--- src/rtl/assert_macros.svh ---
// Assertion macros used by the RTL of the seed/key access controller.
`ifndef ASSERT_MACROS_SVH
`define ASSERT_MACROS_SVH

// Checks an implication property on the rising clock edge, disabled while reset is high.
`define ASSERT_CLK(label, clk, rst, prop, msg) \
  label: assert property (@(posedge clk) disable iff (rst) prop) else $error(msg);

// Checks that a condition holds on every clock edge outside reset.
`define ASSERT_ALWAYS(label, clk, rst, cond, msg) \
  `ASSERT_CLK(label, clk, rst, (1'b1 |-> (cond)), msg)

`endif

--- src/rtl/skac_pkg.sv ---
// Package with the types and constants of the seed/key access controller.
package skac_pkg;

  localparam int unsigned LEVEL_W    = 8;
  localparam int unsigned KEY_W      = 32;
  localparam int unsigned TIME_W     = 48;
  localparam int unsigned COUNT_W    = 8;
  localparam int unsigned CFG_IDX_W  = 2;
  localparam int unsigned CFG_DATA_W = 32;
  localparam int unsigned IN_DATA_W  = 120;
  localparam int unsigned OUT_DATA_W = 40;

  localparam logic [LEVEL_W-1:0] LEVEL_ONE       = 8'h01;
  localparam logic [KEY_W-1:0]   ZERO_SEED_SUBST = 32'hA5A5_A5A5;
  localparam logic [TIME_W-1:0]  TIME_MAX        = {TIME_W{1'b1}};
  localparam logic [COUNT_W-1:0] COUNT_MAX       = {COUNT_W{1'b1}};

  localparam logic [COUNT_W-1:0]    MAX_FAILURES_RST = 8'd3;
  localparam logic [KEY_W-1:0]      LOCKOUT_DUR_RST  = 32'd10000;
  localparam logic [KEY_W-1:0]      KEY_MASK_RST     = 32'hDEAD_BEEF;

  typedef enum logic [CFG_IDX_W-1:0] {
    CFG_MAX_FAILURES = 2'd0,
    CFG_LOCKOUT_DUR  = 2'd1,
    CFG_KEY_MASK     = 2'd2
  } cfg_index_t;

  typedef enum logic {
    OP_SEED_REQ = 1'b0,
    OP_SEND_KEY = 1'b1
  } op_t;

  typedef enum logic [1:0] {
    OUT_ISSUED   = 2'd0,
    OUT_UNLOCKED = 2'd1,
    OUT_ACCEPTED = 2'd2,
    OUT_REFUSED  = 2'd3
  } outcome_t;

  typedef enum logic [2:0] {
    ERR_NONE     = 3'd0,
    ERR_LEVEL    = 3'd1,
    ERR_SEQUENCE = 3'd2,
    ERR_DELAY    = 3'd3,
    ERR_INVALID  = 3'd4,
    ERR_EXCEEDED = 3'd5
  } error_t;

  // One request as held in the input stage.
  typedef struct packed {
    op_t                op;
    logic [LEVEL_W-1:0] access_level;
    logic [KEY_W-1:0]   key_value;
    logic [KEY_W-1:0]   entropy;
    logic [TIME_W-1:0]  now_ms;
  } req_t;

  // One reply as held in the output register.
  typedef struct packed {
    logic           level_unlocked;
    logic [KEY_W-1:0] seed;
    error_t         error_code;
    outcome_t       outcome;
  } rsp_t;

endpackage

--- src/rtl/seed_key_access_control_top.sv ---
// Top level of the seed/key security-access controller.

// Seed/key access controller for security level 1. Each input word is a seed request
// (tuser 0) or a key submission (tuser 1), and each one yields exactly one output word.
// A word passes through an input register and then an output register, which offers its
// reply on the output stream once the decision stage has written it there, and a new
// word is taken every cycle as long as the output side keeps up. All decision logic
// sits in the one stage between these registers: the 48-bit lockout compare, the
// saturating 48-bit lockout end sum and the key XOR compare set the clock period. The
// lockout, failure count, pending seed and unlocked level are updated as each word
// leaves the input register, so back-to-back words always see the state left by the
// word before them. Configuration writes take effect at the next clock edge and are
// meant to be made while no word is in flight.
module seed_key_access_control_top (
  input  logic                            clk,
  input  logic                            rst,
  // Configuration write port.
  input  logic                            cfg_we,
  input  logic [skac_pkg::CFG_IDX_W-1:0]  cfg_index,
  input  logic [skac_pkg::CFG_DATA_W-1:0] cfg_data,
  // Request stream.
  input  logic                            s_axis_tvalid,
  output logic                            s_axis_tready,
  // Fields from bit 0 up: access_level[7:0], key_value[39:8], entropy[71:40],
  // now_ms[119:72].
  input  logic [skac_pkg::IN_DATA_W-1:0]  s_axis_tdata,
  // Fields from bit 0 up: op[0].
  input  logic                            s_axis_tuser,
  // Reply stream.
  output logic                            m_axis_tvalid,
  input  logic                            m_axis_tready,
  // Fields from bit 0 up: outcome[1:0], error_code[4:2], seed[36:5],
  // level_unlocked[37], zero padding[39:38].
  output logic [skac_pkg::OUT_DATA_W-1:0] m_axis_tdata
);
  import skac_pkg::*;

  `include "assert_macros.svh"

  // Configuration registers.
  logic [COUNT_W-1:0] max_failures;
  logic [KEY_W-1:0]   lockout_duration_ms;
  logic [KEY_W-1:0]   key_mask;

  // Access state.
  logic               unlocked;
  logic               seed_pending;
  logic [KEY_W-1:0]   issued_seed;
  logic [COUNT_W-1:0] failure_count;
  logic [TIME_W-1:0]  lockout_end_ms;

  logic               unlocked_next;
  logic               seed_pending_next;
  logic [KEY_W-1:0]   issued_seed_next;
  logic [COUNT_W-1:0] failure_count_next;
  logic [TIME_W-1:0]  lockout_end_ms_next;

  // Input stage and output register.
  logic  req_valid;
  req_t  req;
  logic  rsp_valid;
  rsp_t  rsp;
  rsp_t  rsp_next;

  logic               advance;
  logic               lockout_active;
  logic [TIME_W:0]    end_sum;
  logic [TIME_W-1:0]  end_sat;
  logic [COUNT_W-1:0] count_inc;
  logic [KEY_W-1:0]   new_seed;

  // The output register frees up when empty or when its word is taken.
  assign advance       = !rsp_valid || m_axis_tready;
  assign s_axis_tready = !req_valid || advance;
  assign m_axis_tvalid = rsp_valid;
  assign m_axis_tdata  = {{(OUT_DATA_W - $bits(rsp_t)){1'b0}}, rsp};

  always_ff @(posedge clk) begin
    if (rst) begin
      max_failures        <= MAX_FAILURES_RST;
      lockout_duration_ms <= LOCKOUT_DUR_RST;
      key_mask            <= KEY_MASK_RST;
    end else if (cfg_we) begin
      case (cfg_index)
        CFG_MAX_FAILURES: max_failures        <= cfg_data[COUNT_W-1:0];
        CFG_LOCKOUT_DUR:  lockout_duration_ms <= cfg_data[KEY_W-1:0];
        CFG_KEY_MASK:     key_mask            <= cfg_data[KEY_W-1:0];
        default: begin
        end
      endcase
    end
  end

  // Input stage: holds one request until the decision stage can take it.
  always_ff @(posedge clk) begin
    if (rst) begin
      req_valid <= 1'b0;
    end else if (s_axis_tready) begin
      req_valid <= s_axis_tvalid;
    end
    if (s_axis_tready && s_axis_tvalid) begin
      req.op           <= op_t'(s_axis_tuser);
      req.access_level <= s_axis_tdata[7:0];
      req.key_value    <= s_axis_tdata[39:8];
      req.entropy      <= s_axis_tdata[71:40];
      req.now_ms       <= s_axis_tdata[119:72];
    end
  end

  // Lockout end time, saturated at the top of the time range.
  assign end_sum = {1'b0, req.now_ms} + {{(TIME_W + 1 - KEY_W){1'b0}}, lockout_duration_ms};
  assign end_sat = end_sum[TIME_W] ? TIME_MAX : end_sum[TIME_W-1:0];

  assign lockout_active = (lockout_end_ms != '0) && (req.now_ms < lockout_end_ms);
  assign count_inc      = (failure_count == COUNT_MAX) ? failure_count : failure_count + 1'b1;
  assign new_seed       = (req.entropy == '0) ? ZERO_SEED_SUBST : req.entropy;

  always_comb begin
    unlocked_next       = unlocked;
    seed_pending_next   = seed_pending;
    issued_seed_next    = issued_seed;
    failure_count_next  = failure_count;
    lockout_end_ms_next = lockout_end_ms;
    rsp_next.outcome    = OUT_REFUSED;
    rsp_next.error_code = ERR_NONE;
    rsp_next.seed       = '0;

    if (req.access_level != LEVEL_ONE) begin
      rsp_next.error_code = ERR_LEVEL;
    end else if (req.op == OP_SEED_REQ) begin
      if (unlocked) begin
        seed_pending_next = 1'b0;
        rsp_next.outcome  = OUT_UNLOCKED;
      end else if (lockout_active) begin
        rsp_next.error_code = ERR_DELAY;
      end else begin
        // An expired lockout is forgotten together with the failure history.
        if (lockout_end_ms != '0) begin
          lockout_end_ms_next = '0;
          failure_count_next  = '0;
        end
        issued_seed_next  = new_seed;
        seed_pending_next = 1'b1;
        rsp_next.outcome  = OUT_ISSUED;
        rsp_next.seed     = new_seed;
      end
    end else if (!seed_pending) begin
      rsp_next.error_code = ERR_SEQUENCE;
    end else if (lockout_active) begin
      rsp_next.error_code = ERR_DELAY;
    end else begin
      // The seed is used up by this attempt, right or wrong.
      seed_pending_next = 1'b0;
      if (req.key_value == (issued_seed ^ key_mask)) begin
        unlocked_next      = 1'b1;
        failure_count_next = '0;
        rsp_next.outcome   = OUT_ACCEPTED;
      end else begin
        failure_count_next = count_inc;
        if (count_inc >= max_failures) begin
          lockout_end_ms_next = end_sat;
          rsp_next.error_code = ERR_EXCEEDED;
        end else begin
          rsp_next.error_code = ERR_INVALID;
        end
      end
    end

    // Level 0 is always covered; levels above one never are.
    rsp_next.level_unlocked = (req.access_level == '0) ||
                              ((req.access_level == LEVEL_ONE) && unlocked_next);
  end

  always_ff @(posedge clk) begin
    if (rst) begin
      unlocked       <= 1'b0;
      seed_pending   <= 1'b0;
      issued_seed    <= '0;
      failure_count  <= '0;
      lockout_end_ms <= '0;
      rsp_valid      <= 1'b0;
    end else if (advance) begin
      rsp_valid <= req_valid;
      if (req_valid) begin
        unlocked       <= unlocked_next;
        seed_pending   <= seed_pending_next;
        issued_seed    <= issued_seed_next;
        failure_count  <= failure_count_next;
        lockout_end_ms <= lockout_end_ms_next;
      end
    end
  end

  always_ff @(posedge clk) begin
    if (advance && req_valid) begin
      rsp <= rsp_next;
    end
  end

  // An issued seed is never zero.
  `ASSERT_CLK(a_seed_nonzero, clk, rst, (rsp_valid && rsp.outcome == OUT_ISSUED) |-> (rsp.seed != '0), "issued seed is zero")

  // Once unlocked, no seed stays pending.
  `ASSERT_ALWAYS(a_unlocked_no_pending, clk, rst, (!unlocked || !seed_pending), "seed pending while unlocked")

  // Refusals carry an error code and every other reply carries none.
  `ASSERT_CLK(a_refusal_error, clk, rst, rsp_valid |-> ((rsp.outcome == OUT_REFUSED) == (rsp.error_code != ERR_NONE)), "outcome and error code disagree")

endmodule

--- config.mk ---
export PLATFORM = sky130hd
export DESIGN_NAME = seed_key_access_control_top
export DESIGN_NICKNAME = d
export VERILOG_FILES = /design/src/rtl/skac_pkg.sv /design/src/rtl/seed_key_access_control_top.sv
export VERILOG_INCLUDE_DIRS = /design/src /design/src/rtl
export SDC_FILE = /design/constraint.sdc
export NUM_CORES = 1
export LEC_CHECK = 0
export BUFFER_PORTS_ARGS = -buffer_cell sky130_fd_sc_hd__buf_2
export CORE_ASPECT_RATIO = 0.9
export CORE_MARGIN = 1
export CORE_UTILIZATION = 45
export DETAILED_ROUTE_END_ITERATION = 10
export GPL_TIMING_DRIVEN = 0
export SYNTH_ARGS = -nofsm -noshare
export SYNTH_HDL_FRONTEND = slang
export SYNTH_SLANG_ARGS = --single-unit
--- constraint.sdc ---
create_clock -name clk -period 4.4 [get_ports clk]
set_clock_uncertainty 0.15 [all_clocks]
set_input_delay 0.22 -clock clk [delete_from_list [all_inputs] [get_ports clk]]
set_output_delay 0.22 -clock clk [all_outputs]
set_load 0.01 [all_outputs]
# == After elaboration in Yosys (flattened, before gate mapping) ==
# Index checks and enable logic that the tools add are counted.
# word_totals
regBits,323
inputBits,160
out_inout_bits,42
wordCells,102
# op_classes
n_addsub,2
n_lt_le_gt_ge,2
eq_ne,11
mux,40
n_bitwise,5
reduce_logical,23
# ops
operator,count
$mux W48,9
$mux W8,8
$add A48 B32 Y49,1
$lt A48 B48 Y1,1
$reduce_bool A48 Y1,1
$eq A32 B32 Y1,1
$logic_not A32 Y1,1
$mux W32,1
$xor A32 B32 Y32,1
$mux W1,14
$mux W3,4
$reduce_and A9 Y1,1
$add A8 B1 Y8 const B,1
$eq A8 B1 Y1 const B,1
$eq A8 B8 Y1 const B,1
$ge A8 B8 Y1,1
$logic_not A8 Y1,1
$ne A8 B1 Y1 const B,1
$reduce_and A2 Y1,4
$reduce_and A7 Y1,1
$mux W2,3
$reduce_and A6 Y1,1
$mux W5,1
$logic_and A1 B1 Y1,4
other kinds (12),20

# == Logic depth before layout (Yosys ltp) ==
# Gate-level depths: netlist (run 1).
# logic_depth
word_depth,9
ltp_mapped,17

# == Worst setup path after synthesis (run 1) ==
# Ideal clock, no wire load.
# synth_path
kind,reg2reg
start,register rsp_valid (netlist: m_axis_tvalid)
end,register req[0] in the netlist's numbering (enable)
t_arrival_ns,3.432
t_required_ns,3.755
slack_ns,0.323
stages_incl_launch_ff,4
period_less_slack_ns,4.077
path_cell_list,dfxtp_1 nor2b_1 nand2_1 and2_1
# synth_via
elab_chain_cells,4
# synth_lines
element,line,rtl
start: declaration,seed_key_access_control_top.sv:61,logic rsp_valid;
start signal: assignment,seed_key_access_control_top.sv:183,rsp_valid <= req_valid;
$logic_not A1 Y1,seed_key_access_control_top.sv:73,assign advance = !rsp_valid || m_axis_tready;
$logic_or A1 B1 Y1,seed_key_access_control_top.sv:73,
$logic_or A1 B1 Y1,seed_key_access_control_top.sv:74,assign s_axis_tready = !req_valid || advance;
net s_axis_tready,seed_key_access_control_top.sv:23,"output logic s_axis_tready,"
$logic_and A1 B1 Y1,seed_key_access_control_top.sv:101,if (s_axis_tready && s_axis_tvalid) begin
end: declaration,seed_key_access_control_top.sv:60,req_t req;
# The timed path passes the listed nets, and every way through them passes these cells.
# A chain may end at the register's enable or synchronous reset.

# == Worst setup path in the final report (run 1) ==
# layout_path
start,register req[13] in the netlist's numbering
end,"register rsp, in the netlist m_axis_tdata[29] (data pin)"
# layout_via
elab_chain_cells,3
# layout_lines
element,line,rtl
$lt A48 B48 Y1,seed_key_access_control_top.sv:114,assign lockout_active = (lockout_end_ms != '0) && (req.now_ms < lockout_end_ms);
$logic_and A1 B1 Y1,seed_key_access_control_top.sv:114,
$reduce_or A4 Y1 (no line),n/a,
end signal: assignment,seed_key_access_control_top.sv:196,rsp <= rsp_next;
end: declaration,seed_key_access_control_top.sv:62,rsp_t rsp;
# No other way between the ends.

==> key figures, run 1 <==
Die
  • Full die area: approximately 0.035 mm2
  • Row Count: 64
  • Die X: 198 um
  • Io pins: 202
  • Initial Utilization: 45.8%
  • Die Y: ~180 um
  • CORE AREA: 0.0340 mm2

STA
  • Final Slew Violations: 0
  • Worst Tran Pin Value: 0.935 ns
  • Final setup viols: 0
  • Max Fclk: roughly 0.23 GHz
  • Final Cycle Share: a little over nine tenths
  • RSZ-0062 raised after global routing: no
  • Final hold viol count: 0
  • Setup TNS: 0 ns
  • Slew HR: 37.1%
  • Fin Hold WS: 0.0406 ns
  • Min Tclk post-route: 4.28 ns

Clock tree
  • CTS tree: done
  • Clock slew at reported path FFs: about 0.060 ns
  • CTS Root Cell: clkbuf_16
  • # clock sinks: between 300 and 400
  • H-tree depth: 2
  • Clock Path Buffers: 3
  • CTS Buf Count: 37
  • Clk_lat worst skew: 0.54 ns

Route
  • Remaining antenna violation count: 0
  • Final wirelength: ~45 mm
  • Initial DRC Count: around 900
  • DRC viols: 0
  • Via density: 5.33
  • DRT Pass-1 Iters: 5
  • WL/cell: 18.7 um
  • Vias after detailed routing: 12,900

Placement
  • I/O Buffers: 198
  • Placer Congestion: roughly 0.91
  • Post-DP HPWL: between 30 and 40 mm
  • Area after DPL: 0.0172 mm2

Logic synthesis
  • Synth cell types: 75
  • Number of flops mapped to enable cells by yosys: 159
  • Seq/Total Area, Yosys: 51.7%
  • Mapped cell area: 0.0156 mm2
  • Cells after synthesis: between 1,500 and 2,000
  • Synth area leaders: edfxtp_1, dfxtp_1, ha_1
  • Cell taking the most area after synthesis: edfxtp_1
  • Avg Synthesized Cell Area: 10.2 um2
  • Synth Register Bits: approximately 320
  • Async S/R FF share, synth: 0%
  • Most common flop cell mapped by yosys: dfxtp_1
  • Post-synth top area share: 30.6%
  • Yosys Warn Count: 0

Pwr
  • PD cells: 367 mW/mm2
  • P_leak: 0.00807 uW
  • Power, Total: 7440 uW
  • Max IR drop VDD: 0.000336 V

Job
  • Max Cap Viol: 0

Global route
  • Global-route wire length before repair: 68.0 mm
  • Vias in the first global route: 12,300
  • Pin count of the biggest net entering global routing: 65
  • Initial antenna violation count: 6
  • Total track usage: 25.5%
  • Global route overflow: 0

Critical path
  • Arrival time worst endpoint: approximately 4.4 ns
  • Kind of end point of the critical path: flop
  • Crit. Startpoint: req[13]
  • FF-to-FF setup slack: 0.12 ns
  • Setup CP Type: reg2reg
  • Worst r2r src: req[13]
  • Startpoint Class: flop
  • Critical path required time: 4.52 ns
  • CP Max Fanout: 10
  • Crit path to: m_axis_tdata[29]
  • FF-to-FF End: m_axis_tdata[29]
  • FF-to-FF path depth: 10

Layout
  • Layout cells sized above 1: 15.9%
  • Final net count: 2,175
  • Fill count: 2,932
  • Most common cell after layout, fill and taps aside: nand2_1
  • Commonest non-fill, non-tap cells in the layout: nand2_1, buf_2, dfxtp_1
  • Cell area after layout: between 0.02 and 0.025 mm2
  • Layout area overhead: 30.1%

Outcome
  • Status: finished clean

Hold path
  • Worst Hold Class: in2reg
[routing by layer]
layer	GRT usage (%)	part of all wire [%]	up-vias
li1	-	-	6265
met4	6.75	2.0	0
met2	38.3	43	393
met5	0	0	-
met3	4.22	6.2	55
met1	37.7	49	6186
[cell usage after synthesis (all sizes together) (3+ instances only)]
library cell	instances
a211oi	24
a21o	29
a21oi	128
a221o	5
a22o	4
a31o	3
a31oi	7
a41oi	4
and2	24
and3	16
and4	6
buf	11
clkbuf	56
dfxtp	164
edfxtp	159
ha	88
inv	67
mux2i	19
nand2	233
nand2b	5
nand3	19
nand3b	30
nand4	23
nor2	132
nor2b	7
nor3	7
nor4	28
nor4bb	5
o211ai	7
o21ai	77
o21bai	7
o22ai	3
o31ai	4
or2	4
or3	10
or4	3
xnor2	41
xnor3	24
xor2	7
[layout make-up]
type	instances	area [um2]	area share, %
sequential	323	8060	39.7
multi-input combinational	1068	7050	34.8
timing repair buffer	362	2670	13.2
clock buffer	52	1170	5.78
tap	462	578	2.85
buffer	67	298	1.47
inverter	67	251	1.24
clock inverter	16	191	0.944
antenna	3	7.51	0.0370
[where the power goes]
group          switching, uW  internal [uW]  total (uW)
Clock                   1310           2060        3370
Combinational            369            342         711
Sequential              78.5           3280        3350
[flip-flops by register name, indices dropped and copies added (netlist names)]
signal               flops
failure_count            8
issued_seed             32
key_mask                32
lockout_duration_ms     32
lockout_end_ms          48
m_axis_tdata            38
m_axis_tvalid            1
max_failures             8
req                    121
req_valid                1
seed_pending             1
unlocked                 1
[how the worst min path moves through the flow]
stage | from | endpoint | slack, ns | cells past startpoint
after floorplan | s_axis_tdata[72] | req[0] | 0.17 | 0
after detailed placement | s_axis_tdata[108] | req[36] | 0.25 | 1
final | cfg_we | key_mask[8] | 0.04 | 4
after global routing | cfg_we | key_mask[8] | 0.06 | 4
after global placement | s_axis_tdata[46] | req[54] | 0.25 | 1
after CTS | cfg_we | key_mask[8] | 0.006 | 4
[stage by stage]
step | utilization, % | instances | setup WS (ns)
after floorplan | - | 1525 | 0.323
after global placement | 50.4 | 2185 | -1.26
after detailed placement | 50.6 | 2187 | -0.137
after CTS | 59.3 | 2415 | 0.0715
after global routing | 59.6 | 2420 | 0.00625
final | 59.6 | 2420 | 0.116
[repair_timing]
| action | in CTS | in global routing |
|---|---|---|
| pin swaps | 0 | 1 |
| hold endpoints to repair | 195 | 0 |
| resized for setup | 3 | 11 |
| setup buffers | 0 | 2 |
| setup endpoints to repair | 27 | 76 |
| hold buffers | 160 | 0 |
[cell families (layout without fill, tap and decap cells)]
| kind of cell | Yosys count | after routing | synth area share (%) |
|---|---|---|---|
| AO/OA/AOI/OAI | 324 | 324 | 12.8 |
| XOR/XNOR | 72 | 72 | 6.16 |
| adder cells (fa/ha/maj) | 89 | 89 | 7.19 |
| buffers and inverters | 134 | 564 | 3.47 |
| flip-flops | 323 | 323 | 51.7 |
| multiplexers | 21 | 21 | 1.36 |
| other | 1 | 5 | 0.0241 |
| AND/OR/NAND/NOR | 560 | 560 | 17.3 |
[worst max-delay path, cell delays in order, from the launching register on]
cell	delay (ns)
edfxtp_1	0.42
ha_1	0.33
a211oi_1	0.30
nor2_1	0.09
nor4_1	0.45
o211ai_1	0.44
a311oi_4	0.67
or3_1	0.21
clkbuf_1	0.38
clkbuf_1	0.44
nor2_1	0.12
Power figures use the tool's default switching activity.
==> run 2: changes to the inputs <==
Settings changed: ABC_AREA from default to 1.
==> key figures, run 2 <==
Logic synthesis
  • Synth area leaders: edfxtp_1, dfxtp_1, nand2_1 (was edfxtp_1, dfxtp_1, ha_1)
  • Yosys Warn Count: 0 (unchanged)
  • Most frequent cells after synthesis: nand2_1, inv_1, nor2_1 (was nand2_1, dfxtp_1, edfxtp_1)
  • Simple-Gate Fraction of Synth Area: 29.4% (was 17.3%)
  • Post-synthesis compound-gate area fraction: 7.86% (was 12.8%)
  • Synth Area in XOR/XNOR: 1.31% (was 6.16%)
  • Cell taking the most area after synthesis: edfxtp_1 (unchanged)
  • Synth cell types: 47 (was 75)
  • Avg Synthesized Cell Area: 7.47 um2 (was 10.2 um2)
  • Async S/R FF share, synth: 0% (unchanged)
  • Synth Register Bits: 323 (unchanged)
  • Most numerous cell in the Yosys netlist: nand2_1 (unchanged)
  • Largest family of logic cells by synthesized area: simple AND/OR/NAND/NOR gates (unchanged)
  • Post-synthesis mux area share: 0% (was 1.36%)
  • Post-synth top area share: 26.5% (was 30.6%)
  • Number of flops mapped to enable cells by yosys: 159 (unchanged)
  • Adder-Cell Fraction of Synth Area: 6.23% (was 7.19%)
  • Seq/Total Area, Yosys: 44.8% (was 51.7%)
  • Cells after synthesis: 2,408 (was 1,524)
  • Mapped cell area: 0.0180 mm2 (was 0.0156 mm2)
  • Most common flop cell mapped by yosys: dfxtp_1 (unchanged)

Layout
  • Layout area overhead: 24.8% (was 30.1%)
  • Commonest non-fill, non-tap cells in the layout: nand2_1, inv_1, nor2_1 (was nand2_1, buf_2, dfxtp_1)
  • Fin util: 56.9% (was 59.6%)
  • Layout cells sized above 1: 12.4% (was 15.9%)
  • Post-route insts no fill: 3,368 (was 2,420)
  • Reg with most FFs: req (unchanged)
  • Final net count: 3,056 (was 2,175)
  • Most common cell after layout, fill and taps aside: nand2_1 (unchanged)
  • Ant. Diodes: 0 (was 3)
  • Max FFs per register: 121 (unchanged)

Pwr
  • Max IR drop VDD: 0.000306 V (was 0.000336 V)
  • P_leak: 0.0104 uW (was 0.00807 uW)
  • PD cells: 323 mW/mm2 (was 367 mW/mm2)
  • Power, Total: 7260 uW (was 7440 uW)

Die
  • Initial Utilization: 45.6% (was 45.8%)
  • Io pins: 202 (unchanged)
  • CORE AREA: 0.0395 mm2 (was 0.0340 mm2)
  • Die Y: 192 um (was 179 um)
  • Die X: 213 um (was 198 um)
  • Row Count: 69 (was 64)
  • Full die area: 0.0408 mm2 (was 0.0354 mm2)

STA
  • Min Tclk post-route: 3.73 ns (was 4.28 ns)
  • Worst Tran Pin Value: 1.17 ns (was 0.935 ns)
  • RSZ-0062 raised after global routing: no (unchanged)
  • Final Slew Violations: 0 (unchanged)
  • Max Fclk: 0.268 GHz (was 0.233 GHz)
  • Final hold viol count: 0 (unchanged)
  • Fin Hold WS: 0.219 ns (was 0.0406 ns)
  • Final Cycle Share: 84.7% (was 97.4%)
  • Final setup viols: 0 (unchanged)
  • Slew HR: 21.1% (was 37.1%)

Route
  • DRT Pass-1 Iters: 5 (unchanged)
  • Final wirelength: 57.5 mm (was 45.2 mm)
  • Initial DRC Count: 1,337 (was 911)
  • DRC viols: 0 (unchanged)
  • Vias after detailed routing: 16,800 (was 12,900)
  • Remaining antenna violation count: 0 (unchanged)
  • Via density: 4.99 (was 5.33)
  • WL/cell: 17.1 um (was 18.7 um)

Critical path
  • Worst r2r src: failure_count[0] (was req[13])
  • Arrival time worst endpoint: 4.06 ns (was 4.41 ns)
  • CP Max Fanout: 10 (unchanged)
  • Kind of end point of the critical path: flop (unchanged)
  • Critical path required time: 4.73 ns (was 4.52 ns)
  • Setup CP Type: reg2reg (unchanged)
  • Startpoint Class: flop (unchanged)
  • FF-to-FF path depth: 21 (was 10)
  • Crit. Startpoint: failure_count[0] (was req[13])

Placement
  • I/O Buffers: 198 (unchanged)
  • Post-DP HPWL: 44.6 mm (was 33.2 mm)
  • Placer Congestion: 1.00 (was 0.910)
  • Placed Cells: 3,141 (was 2,187)

Hold path
  • Min-Delay Startpoint: s_axis_tdata[67] (was cfg_we)
  • Worst Hold Class: in2reg (unchanged)
  • Number of cells on the worst hold path: 2 (was 4)

Clock tree
  • CTS Root Cell: clkbuf_16 (unchanged)
  • Clock slew at reported path FFs: 0.06 ns (about the same)
  • Clk_lat worst skew: 0.56 ns (was 0.54 ns)
  • H-tree depth: 2 (unchanged)
  • Post-CTS Setup Inserts: 0 (unchanged)
  • CTS tree: done (unchanged)
  • Clock Path Buffers: 3 (unchanged)
  • # clock sinks: 323 (unchanged)
  • Post-cts sizing count: 0 (was 3)
  • CTS Buf Count: 37 (unchanged)
  • Hold Buf Count CTS: 159 (was 160)

Global route
  • Total track usage: 28.2% (was 25.5%)
  • Global route overflow: 0 (unchanged)
  • Global-route wire length before repair: 86.2 mm (was 68.0 mm)
  • Vias in the first global route: 15,500 (was 12,300)
  • Pin count of the biggest net entering global routing: 87 (was 65)
  • Initial antenna violation count: 0 (was 6)

Job
  • Max Cap Viol: 0 (unchanged)

Outcome
  • Status: finished clean (unchanged)
## run 2: kinds of logic after synthesis
logic type / count (synthesis)
AND/OR/NAND/NOR: 1246
buffers and inverters: 471
AO/OA/AOI/OAI: 251
adder cells (fa/ha/maj): 89
other: 1
XOR/XNOR: 27
flip-flops: 323
## run 2: metal layers
layer	vias to the layer above	global-route usage, %	part of all wire (%)
met5	-	0	0
met4	0	8.41	2.5
met3	81	5.04	7.0
met2	493	41.4	41
met1	7808	41.8	50
li1	8434	-	-
## run 2: path summary, 6_finish.rpt
| kind | endpoint | slack (ns) |
|---|---|---|
| min reg2reg | lockout_end_ms[10] | 0.32 |
| min | req[75] | 0.22 |
| max | lockout_end_ms[29] | 0.67 |
| max reg2reg | lockout_end_ms[29] | 0.67 |
## run 2: layout make-up
cell class	instances	area, um2
plain buffers	64	343
clock buffers	54	1020
clock inverters	14	123
fillers	3756	17000
inverters	407	1530
multi-input cells	1615	8070
flip-flops and latches	323	8060
well taps	532	666
repair buffers	359	2630
## run 2: per-stage QoR
step	instance area, um2	setup TNS [ns]	setup slack [ns]
after CTS	22400	0	0.787
after floorplan	18000	0	0.773
after global placement	19700	-102.99	-1.14
final	22400	0	0.674
after global routing	22400	0	0.389
after detailed placement	19700	0	0.825
## run 2: worst max-delay path: stages (launching register included)
cell,delay (ns)
dfxtp_1,0.38
ha_1,0.19
nand2_1,0.06
inv_1,0.09
nand4_1,0.13
nor2_1,0.15
nand2_1,0.22
nand2_1,0.14
xor2_1,0.25
inv_1,0.07
ha_1,0.30
a21oi_1,0.15
nor2_1,0.06
a211oi_1,0.30
nand3_1,0.20
nand2_2,0.13
nand2_2,0.06
nand2_4,0.12
buf_8,0.15
buf_12,0.16
nand2_2,0.06
a21oi_2,0.12
## run 2: where the power goes
part / total [uW] / internal [uW] / switching (uW)
Sequential: 3360 / 3280 / 84.2
Combinational: 933 / 374 / 559
Clock: 2960 / 1690 / 1280
